==> src/sv/rgb_hsv_pkg.sv <==
// Types, constants and the divider step shared by the RGB to HSV converter.
// Depends on nothing; imported by rgb_to_hsv_integer, hsv_result_checker and testbench.
`default_nettype none

package rgb_hsv_pkg;

  localparam int CH_W            = 8;
  localparam int NUM_DIV_STAGES  = 4;
  localparam int STEPS_PER_STAGE = CH_W / NUM_DIV_STAGES;
  // front stage, product stage, divider stages, output register
  localparam int LATENCY         = NUM_DIV_STAGES + 3;

  localparam logic [CH_W-1:0] SECTOR_RED   = 8'd0;
  localparam logic [CH_W-1:0] SECTOR_GREEN = 8'd85;
  localparam logic [CH_W-1:0] SECTOR_BLUE  = 8'd171;
  localparam logic [5:0]      HUE_SPAN     = 6'd43;

  // after the front stage: extremes, sector and the signed channel difference
  typedef struct packed {
    logic            valid;
    logic [CH_W-1:0] hi;
    logic [CH_W-1:0] span;
    logic [CH_W-1:0] offset;
    logic            neg;
    logic [CH_W-1:0] mag;
  } front_t;

  // one restoring division in flight: partial remainder, unused dividend bits, quotient
  typedef struct packed {
    logic [CH_W-1:0] rem;
    logic [CH_W-1:0] low;
    logic [CH_W-1:0] quot;
  } div_t;

  typedef struct packed {
    logic            valid;
    logic            flat;
    logic            neg;
    logic [CH_W-1:0] offset;
    logic [CH_W-1:0] hi;
    logic [CH_W-1:0] span;
    div_t            sdiv;
    div_t            hdiv;
  } pipe_t;

  // one quotient bit; rem < divisor holds on entry when the divisor is nonzero
  function automatic div_t div_step(input div_t d, input logic [CH_W-1:0] divisor);
    logic [CH_W:0] trial;
    div_t          r;
    trial  = {d.rem, d.low[CH_W-1]};
    r.low  = {d.low[CH_W-2:0], 1'b0};
    if (trial >= {1'b0, divisor}) begin
      r.rem  = CH_W'(trial - {1'b0, divisor});
      r.quot = {d.quot[CH_W-2:0], 1'b1};
    end else begin
      r.rem  = trial[CH_W-1:0];
      r.quot = {d.quot[CH_W-2:0], 1'b0};
    end
    return r;
  endfunction

  function automatic pipe_t div_advance(input pipe_t p);
    pipe_t r;
    r = p;
    for (int i = 0; i < STEPS_PER_STAGE; i++) begin
      r.sdiv = div_step(r.sdiv, r.hi);
      r.hdiv = div_step(r.hdiv, r.span);
    end
    return r;
  endfunction

endpackage

`default_nettype wire

==> src/sv/rgb_to_hsv_integer.sv <==
// Pipelined 8-bit RGB to 8-bit HSV converter, top level.
// Depends on rgb_hsv_pkg for stage types, sector constants and the divider step.
//
//   channel   ports                           handshake
//   pixel in  red, green, blue                start, busy (busy is always low)
//   HSV out   hue, saturation, brightness     done, one-cycle strobe
//
// One pixel may enter every cycle; its result is registered stage by stage.
// Two restoring dividers (255*chroma/max and 43*diff/chroma) retire two quotient
// bits per stage over four stages; that divider chain sets the latency.
// Synchronous reset clears the stage registers and drops transactions in flight.
// The output side cannot stall, so nothing ever holds the pipe.
`default_nettype none

module rgb_to_hsv_integer
  import rgb_hsv_pkg::*;
(
  input  wire logic            clk,
  input  wire logic            rst,
  input  wire logic            start,
  output logic                 busy,
  input  wire logic [CH_W-1:0] red,
  input  wire logic [CH_W-1:0] green,
  input  wire logic [CH_W-1:0] blue,
  output logic                 done,
  output logic [CH_W-1:0]      hue,
  output logic [CH_W-1:0]      saturation,
  output logic [CH_W-1:0]      brightness
);

  front_t          front;
  front_t          front_next;
  pipe_t           dpipe [NUM_DIV_STAGES+1];
  pipe_t           prod_next;
  logic [CH_W:0]   diff;
  logic [CH_W:0]   diff_abs;
  logic [CH_W-1:0] lo;
  logic [13:0]     hue_prod;
  logic [CH_W-1:0] hue_q;
  logic [CH_W-1:0] hue_next;

  assign busy = 1'b0;

  // front stage: max, min, sector and signed difference of the other two channels
  always_comb begin
    front_next.valid = start & ~busy;
    if (red >= green && red >= blue) begin
      front_next.hi     = red;
      front_next.offset = SECTOR_RED;
      diff              = {1'b0, green} - {1'b0, blue};
    end else if (green >= blue) begin
      front_next.hi     = green;
      front_next.offset = SECTOR_GREEN;
      diff              = {1'b0, blue} - {1'b0, red};
    end else begin
      front_next.hi     = blue;
      front_next.offset = SECTOR_BLUE;
      diff              = {1'b0, red} - {1'b0, green};
    end
    lo = red;
    if (green < lo) lo = green;
    if (blue < lo)  lo = blue;
    front_next.span = front_next.hi - lo;
    front_next.neg  = diff[CH_W];
    diff_abs        = diff[CH_W] ? -diff : diff;
    front_next.mag  = diff_abs[CH_W-1:0];
  end

  always_ff @(posedge clk) begin
    if (rst) begin
      front <= '0;
    end else begin
      front <= front_next;
    end
  end

  // product stage: form both dividends and load the dividers
  always_comb begin
    logic [2*CH_W-1:0] sat_n;
    logic [2*CH_W-1:0] hue_n;
    hue_prod = 14'(front.mag) * 14'(HUE_SPAN);
    sat_n    = {front.span, 8'h00} - {8'h00, front.span};
    hue_n    = {2'b00, hue_prod};
    prod_next.valid     = front.valid;
    prod_next.flat      = (front.span == '0);
    prod_next.neg       = front.neg;
    prod_next.offset    = front.offset;
    prod_next.hi        = front.hi;
    prod_next.span      = front.span;
    prod_next.sdiv.rem  = sat_n[2*CH_W-1:CH_W];
    prod_next.sdiv.low  = sat_n[CH_W-1:0];
    prod_next.sdiv.quot = '0;
    prod_next.hdiv.rem  = hue_n[2*CH_W-1:CH_W];
    prod_next.hdiv.low  = hue_n[CH_W-1:0];
    prod_next.hdiv.quot = '0;
  end

  // divider stages: advance both divisions STEPS_PER_STAGE (two) quotient bits per stage
  always_ff @(posedge clk) begin
    if (rst) begin
      for (int k = 0; k <= NUM_DIV_STAGES; k++) begin
        dpipe[k] <= '0;
      end
    end else begin
      dpipe[0] <= prod_next;
      for (int k = 1; k <= NUM_DIV_STAGES; k++) begin
        dpipe[k] <= div_advance(dpipe[k-1]);
      end
    end
  end

  // output stage: apply sign and sector; a grey or black pixel gets zero hue
  assign hue_q    = dpipe[NUM_DIV_STAGES].hdiv.quot;
  assign hue_next = dpipe[NUM_DIV_STAGES].offset
                  + (dpipe[NUM_DIV_STAGES].neg ? (~hue_q + 8'd1) : hue_q);

  always_ff @(posedge clk) begin
    if (rst) begin
      done <= 1'b0;
    end else begin
      done <= dpipe[NUM_DIV_STAGES].valid;
    end
    brightness <= dpipe[NUM_DIV_STAGES].hi;
    saturation <= dpipe[NUM_DIV_STAGES].flat ? '0 : dpipe[NUM_DIV_STAGES].sdiv.quot;
    hue        <= dpipe[NUM_DIV_STAGES].flat ? '0 : hue_next;
  end

`ifndef SYNTHESIS
  a_accept_gives_result: assert property (@(posedge clk) disable iff (rst)
    (start && !busy) |-> ##LATENCY done)
    else $error("accepted pixel did not produce a result on time");

  a_result_has_source: assert property (@(posedge clk) disable iff (rst)
    done |-> $past(start && !busy, LATENCY))
    else $error("result strobe without a matching transaction");

  a_grey_zero_hue: assert property (@(posedge clk) disable iff (rst)
    (done && saturation == '0) |-> (hue == '0))
    else $error("zero saturation with nonzero hue");

  a_black_zero_sat: assert property (@(posedge clk) disable iff (rst)
    (done && brightness == '0) |-> (saturation == '0))
    else $error("black pixel with nonzero saturation");
`endif

endmodule

`default_nettype wire

==> config.mk <==
export PLATFORM = sky130hd
export DESIGN_NAME = rgb_to_hsv_integer
export DESIGN_NICKNAME = d
export VERILOG_FILES = /design/src/sv/rgb_hsv_pkg.sv /design/src/sv/rgb_to_hsv_integer.sv
export SDC_FILE = /design/constraint.sdc
export NUM_CORES = 1
export LEC_CHECK = 0
export BUFFER_PORTS_ARGS = -buffer_cell sky130_fd_sc_hd__buf_2
export CAP_MARGIN = 10
export CORE_MARGIN = 4
export CORE_UTILIZATION = 50
export DETAILED_ROUTE_END_ITERATION = 10
export PLACE_DENSITY = 0.66
export SLEW_MARGIN = 25
export SYNTH_ARGS = -nofsm -noshare
export SYNTH_HDL_FRONTEND = slang
export SYNTH_SLANG_ARGS = --single-unit
==> constraint.sdc <==
create_clock -name clk -period 10.65 [get_ports clk]
set_input_delay 0 -clock clk [delete_from_list [all_inputs] [get_ports clk]]
set_output_delay 0 -clock clk [all_outputs]
set_load 0.03 [all_outputs]
# After elaboration in Yosys (flattened, before gate mapping)
# Memories as Yosys holds them, arrays and structs flattened.
# Cells that the tools add are included.
# W data, S select, Z words.
# totals
reg_bits,59
ramBits,375
input_bits,27
out_inout_bits,26
wordCells,139
memories,1
# mem_list
memory,depth,word_bits,read_ports,rd_ports_with_merged_regs,write_ports,line_no,rtl
dpipe,5,75,5,0,5,rgb_to_hsv_integer.sv:33,pipe_t dpipe [NUM_DIV_STAGES+1];
# classes
addsub,24
n_mul,1
order_cmp,21
mux,73
n_bitwise,6
reduce_logical,3
# op_table
op,n
$mux W8,47
$mux W75,5
$ge A9 B8 Y1,16
$sub A8 B8 Y8,17
$sub A8 B8 Y9,3
$ge A8 B8 Y1,3
$mux W1,19
$mux W9,2
$lt A8 B8 Y1,2
$sub A16 B8 Y16,1
$mul A8 B6 Y14 const B,1
$add A8 B1 Y8 const B,1
$add A8 B8 Y8,1
$logic_not A8 Y1,1
$neg A8 Y8,1
$not A8 Y8,1
$or A1 B1 Y1,5
$reduce_or A2 Y1,1
$logic_and A1 B1 Y1,1

# Logic depth before layout (Yosys ltp)
# An unclocked memory read counts as a cell.
# logic_depth
ltp_word,8
depth_mapped,27
ltp_nobuf,27

# Least setup slack after synthesis
# Ideal clock, no wire load.
# synth_timing
path_kind,in2reg
startpoint,input green[1]
endpoint,register front[24] in the netlist's numbering
setup_time_ps,72
arrival_ps,4865
required_ps,10578
slack_ps,5713
stages,25
path_buffers,0
path_cell_list,inv_1 ha_1 nor2b_1 o211ai_1 a21boi_1 nor2_1 o21a_1 nor2_2 mux2i_1 ha_1 a21o_1 a21oi_1 o211ai_1 a31oi_2 mux2_2 ha_1 nor2b_1 o21ai_0 a21oi_1 o21ai_0 a21boi_0 o21ai_0 and3_1 or3_1 mux2i_1
# synth_via
elab_chain_len,5
elab_cells_between_ends,10
classes_between,add/sub: 1; order compare: 4; mux: 4; reduce/logical: 1
# synth_rtl
element,line_no,rtl
start: declaration,rgb_to_hsv_integer.sv:23,"input wire logic [CH_W-1:0] green,"
$lt A8 B8 Y1,rgb_to_hsv_integer.sv:61,if (green < lo) lo = green;
$mux W8,rgb_to_hsv_integer.sv:61,
$lt A8 B8 Y1,rgb_to_hsv_integer.sv:62,if (blue < lo) lo = blue;
$mux W8,rgb_to_hsv_integer.sv:62,
$sub A8 B8 Y8 (*),rgb_to_hsv_integer.sv:63,front_next.span = front_next.hi - lo;
end signal: assignment,rgb_to_hsv_integer.sv:73,front <= front_next;
end: declaration,rgb_to_hsv_integer.sv:31,front_t front;
# Mark *: on every way between the ends. The rest lies on a longest branch, timed or not.
# A chain may end at the register's enable or synchronous reset.

# Final worst setup path
# layout_timing
startpoint,input red[0]
endpoint,register front[24] in the netlist's numbering
# layout_via
elab_chain_len,5
elab_cells_between_ends,9
classes_between,add/sub: 1; order compare: 4; mux: 3; reduce/logical: 1
# layout_rtl
element,line_no,rtl
start: declaration,rgb_to_hsv_integer.sv:22,"input wire logic [CH_W-1:0] red,"
$lt A8 B8 Y1,rgb_to_hsv_integer.sv:61,
$mux W8,rgb_to_hsv_integer.sv:61,
$lt A8 B8 Y1,rgb_to_hsv_integer.sv:62,
$mux W8,rgb_to_hsv_integer.sv:62,
$sub A8 B8 Y8 (*),rgb_to_hsv_integer.sv:63,
# Marked as above.

==> results.py <==
metrics = {
    "grt": {
        "met2_usage": 0.3382,
        "grtUsageTotal": 0.1863,
        "grt_max_degree": 88,
        "grt_pass1_wl_um": 60800,
        "grt-busiest-layer": "met2",
        "grt_pass1_vias": 13008,
        "grt_overflow_total": 0,
        "antenna_found_initial": 0,
        "use_met3": 0.02011,
        "use_met1": 0.2259,
    },
    "clock_network": {
        "cts.sink_count": 294,
        "clock_latency_ps": 540,
        "post_cts_buffers": 0,
        "ctsHoldBuffers": 19,
        "clockBufferDepth": 3,
        "cts_tree": "built",
        "cts_max_level": 1,
        "clkTransAtPathRegs_ps": 60,
        "cts_resized": 0,
        "cts-buffers-inserted": 29,
        "root_buffer": "clkbuf_16",
    },
    "timing": {
        "setup_tns_ps": 0,
        "setup_viol": 0,
        "grt_setup_unrepaired": "no",
        "skew_ps": 8.132,
        "drv_slew": 0,
        "period_needed_ps": 5889,
        "slew_headroom": 0.3292,
        "fmax_ghz": 0.1698,
        "hold_viol_final": 0,
        "tightest_slew_ps": 997.3,
        "post-route-period-util": 0.5529,
    },
    "floorplanning": {
        "io_pins": 53,
        "die_w_um": 194.8,
        "dieArea_sq_um": 37960,
        "start_util": 0.5065,
        "num_rows": 68,
        "coreArea_sq_um": 34460,
        "die_height_um": 194.8,
    },
    "synthesis": {
        "synth_cell_types": 71,
        "netlist.area_leader.share": 0.3372,
        "avgSynthCellArea_sq_um": 8.846,
        "netlist_top_cells_area": "dfxtp_1 34%, ha_1 15%, nor2b_1 5.3%, inv_1 4.2%, nor2_1 4.1%",
        "synth_area_sq_um": 17450,
        "yosys_warnings": 0,
        "syn-num-nets": 2238,
        "syn_inst": 1973,
        "synth_seq_area_share": 0.3372,
        "synth_ff_type": "dfxtp_1",
        "synth_edf_count": 0,
        "async_flop_share": 0,
        "synth-seq-cells": 294,
        "yosysTopAreaCell": "dfxtp_1",
    },
    "routing": {
        "drt_iter0_markers": 623,
        "wirelength_um": 36180,
        "drtPass1Iterations": 5,
        "vias": 13163,
        "antenna_left": 0,
        "viasPerCell": 5.255,
        "wire_per_inst_um": 14.44,
        "drc": 0,
    },
    "cells_and_area": {
        "drive_gt1_frac": 0.09268,
        "final_common_cell": "dfxtp_1",
        "finalNonFillerCells": 2505,
        "layout_common_cells": "294 x dfxtp_1, 210 x ha_1, 196 x inv_1, 190 x nor2_1, 149 x nor2b_1",
        "nNetsFinal": 2297,
        "syn2layout_area_growth_pct": 10.41,
        "n_antenna_cell": 0,
    },
    "run": {
        "cap_violations": 0,
    },
    "placement": {
        "port_buffers": 51,
        "place_congestion": 0.9106,
        "post-place-cells": 2437,
        "dp_hpwl_um": 28240,
    },
    "power_and_ir_drop": {
        "power.density_nw_per_um2": 347.4,
        "totalPowerFinal_w": 0.006695,
        "p_int_w": 0.003808,
        "p_leak_nw": 8.479,
        "power.switching_w": 0.002887,
        "ir_drop_uv": 187.8,
        "p_sw_frac": 0.4312,
        "pwr-share-clk": 0.150,
        "pwr-share-comb": 0.632,
        "seq_power_share": 0.218,
    },
    "setup_path": {
        "path_delay_family": "compound AO/OA/AOI/OAI gates",
        "cp-start-kind": "input port",
        "cp_num_cells": 27,
        "required_ps": 11130,
        "critPathSlowestCell": "dlygate4sd3_1",
        "crit_fanout": 9,
        "end_kind": "flop",
        "r2r_cells": 19,
        "crit_path_max_incr_delay_ps": 510,
        "cp.arrival_ps": 6360,
        "path_buf_inv": 3,
        "worstSetupPathType": "input port to flop",
    },
    "worst_hold_path": {
        "worstHoldPathType": "input port to flop",
        "hold_depth": 4,
    },
    "outcome": {
        "status": "complete, no violations",
    },
}
-- state kept, by name, indices dropped and copies added (netlist names) --
name	count
brightness	8
front	29
done	1
dpipe	240
saturation	8
hue	8
-- per-stage QoR --
stage,instance area (sq um),hold WS (ps),util,setup slack [ps]
final,19270,12.98,0.5592,4761
after global routing,19270,34.15,0.5592,4206
after global placement,18130,255.2,0.5261,4784
after floorplan,17450,128.2,-,5713
after detailed placement,18130,262.0,0.5261,4765
after CTS,19270,6.100,0.5592,4852
-- area by class of cell --
cell class	count	area, sq um
clock buffer	39	823.3
multi-input combinational	1436	10640
fill	3130	15190
clock inverter	10	128.9
sequential	294	5886
inverter	197	739.5
timing repair buffer	74	481.7
tap	455	569.3
-- power by group through the flow --
stage                     clock network, W  logic [W]  registers (W)
final                              0.00100    0.00423        0.00146
after global routing               0.00107    0.00478        0.00148
after CTS                          0.00103    0.00422        0.00146
after detailed placement                 0    0.00417        0.00148
after global placement                   0    0.00408        0.00148
after floorplan                          0    0.00341        0.00147
-- worst paths after layout --
path,start,end,slack (ps)
max,red[0],front[24]$_SDFF_PP0_,4760
min,blue[5],front[30]$_SDFF_PP0_,10
max reg2reg,dpipe[0][124]$_SDFF_PP0_,dpipe[0][169]$_SDFF_PP0_,5470
min reg2reg,dpipe[0][363]$_SDFF_PP0_,brightness[7]$_DFF_P_,330
-- cells by family (layout without fill, tap and decap cells) --
family	Yosys count	count (layout)	synth area share
other	1	1	0.0002149
XOR/XNOR	93	93	0.04667
flip-flops	294	294	0.3372
multiplexers	83	83	0.05276
AND/OR/NAND/NOR	609	609	0.1730
buffers and inverters	243	320	0.05305
AO/OA/AOI/OAI	412	412	0.1544
adder cells (fa/ha/maj)	238	238	0.1827
-- worst register-to-register path: cells and delay by family, from the launching register on --
kind	cells	cell delay [ps]
buffers and inverters	1	130
adder cells (fa/ha/maj)	2	610
multiplexers	1	420
flip-flops	1	360
AND/OR/NAND/NOR	3	760
AO/OA/AOI/OAI	12	2730
-- per-layer routing --
layer  part of all wire  up-vias
li1                   -     6840
met1               0.44     6036
met2               0.49      222
met3              0.034       65
met4              0.038        0
met5                  0        -
-- Yosys cell counts (all sizes together), types with 25 or more instances --
cell type    n
dfxtp      294
ha         210
inv        197
nor2       193
nor2b      150
o21ai      120
a21oi      118
nand2       97
xnor2       63
mux2        59
nand3       47
clkbuf      36
xor2        30
a21o        29
nand4       29
fa          28
a21boi      27
nor3        25
Note: power is estimated with default switching activity, not from simulation.
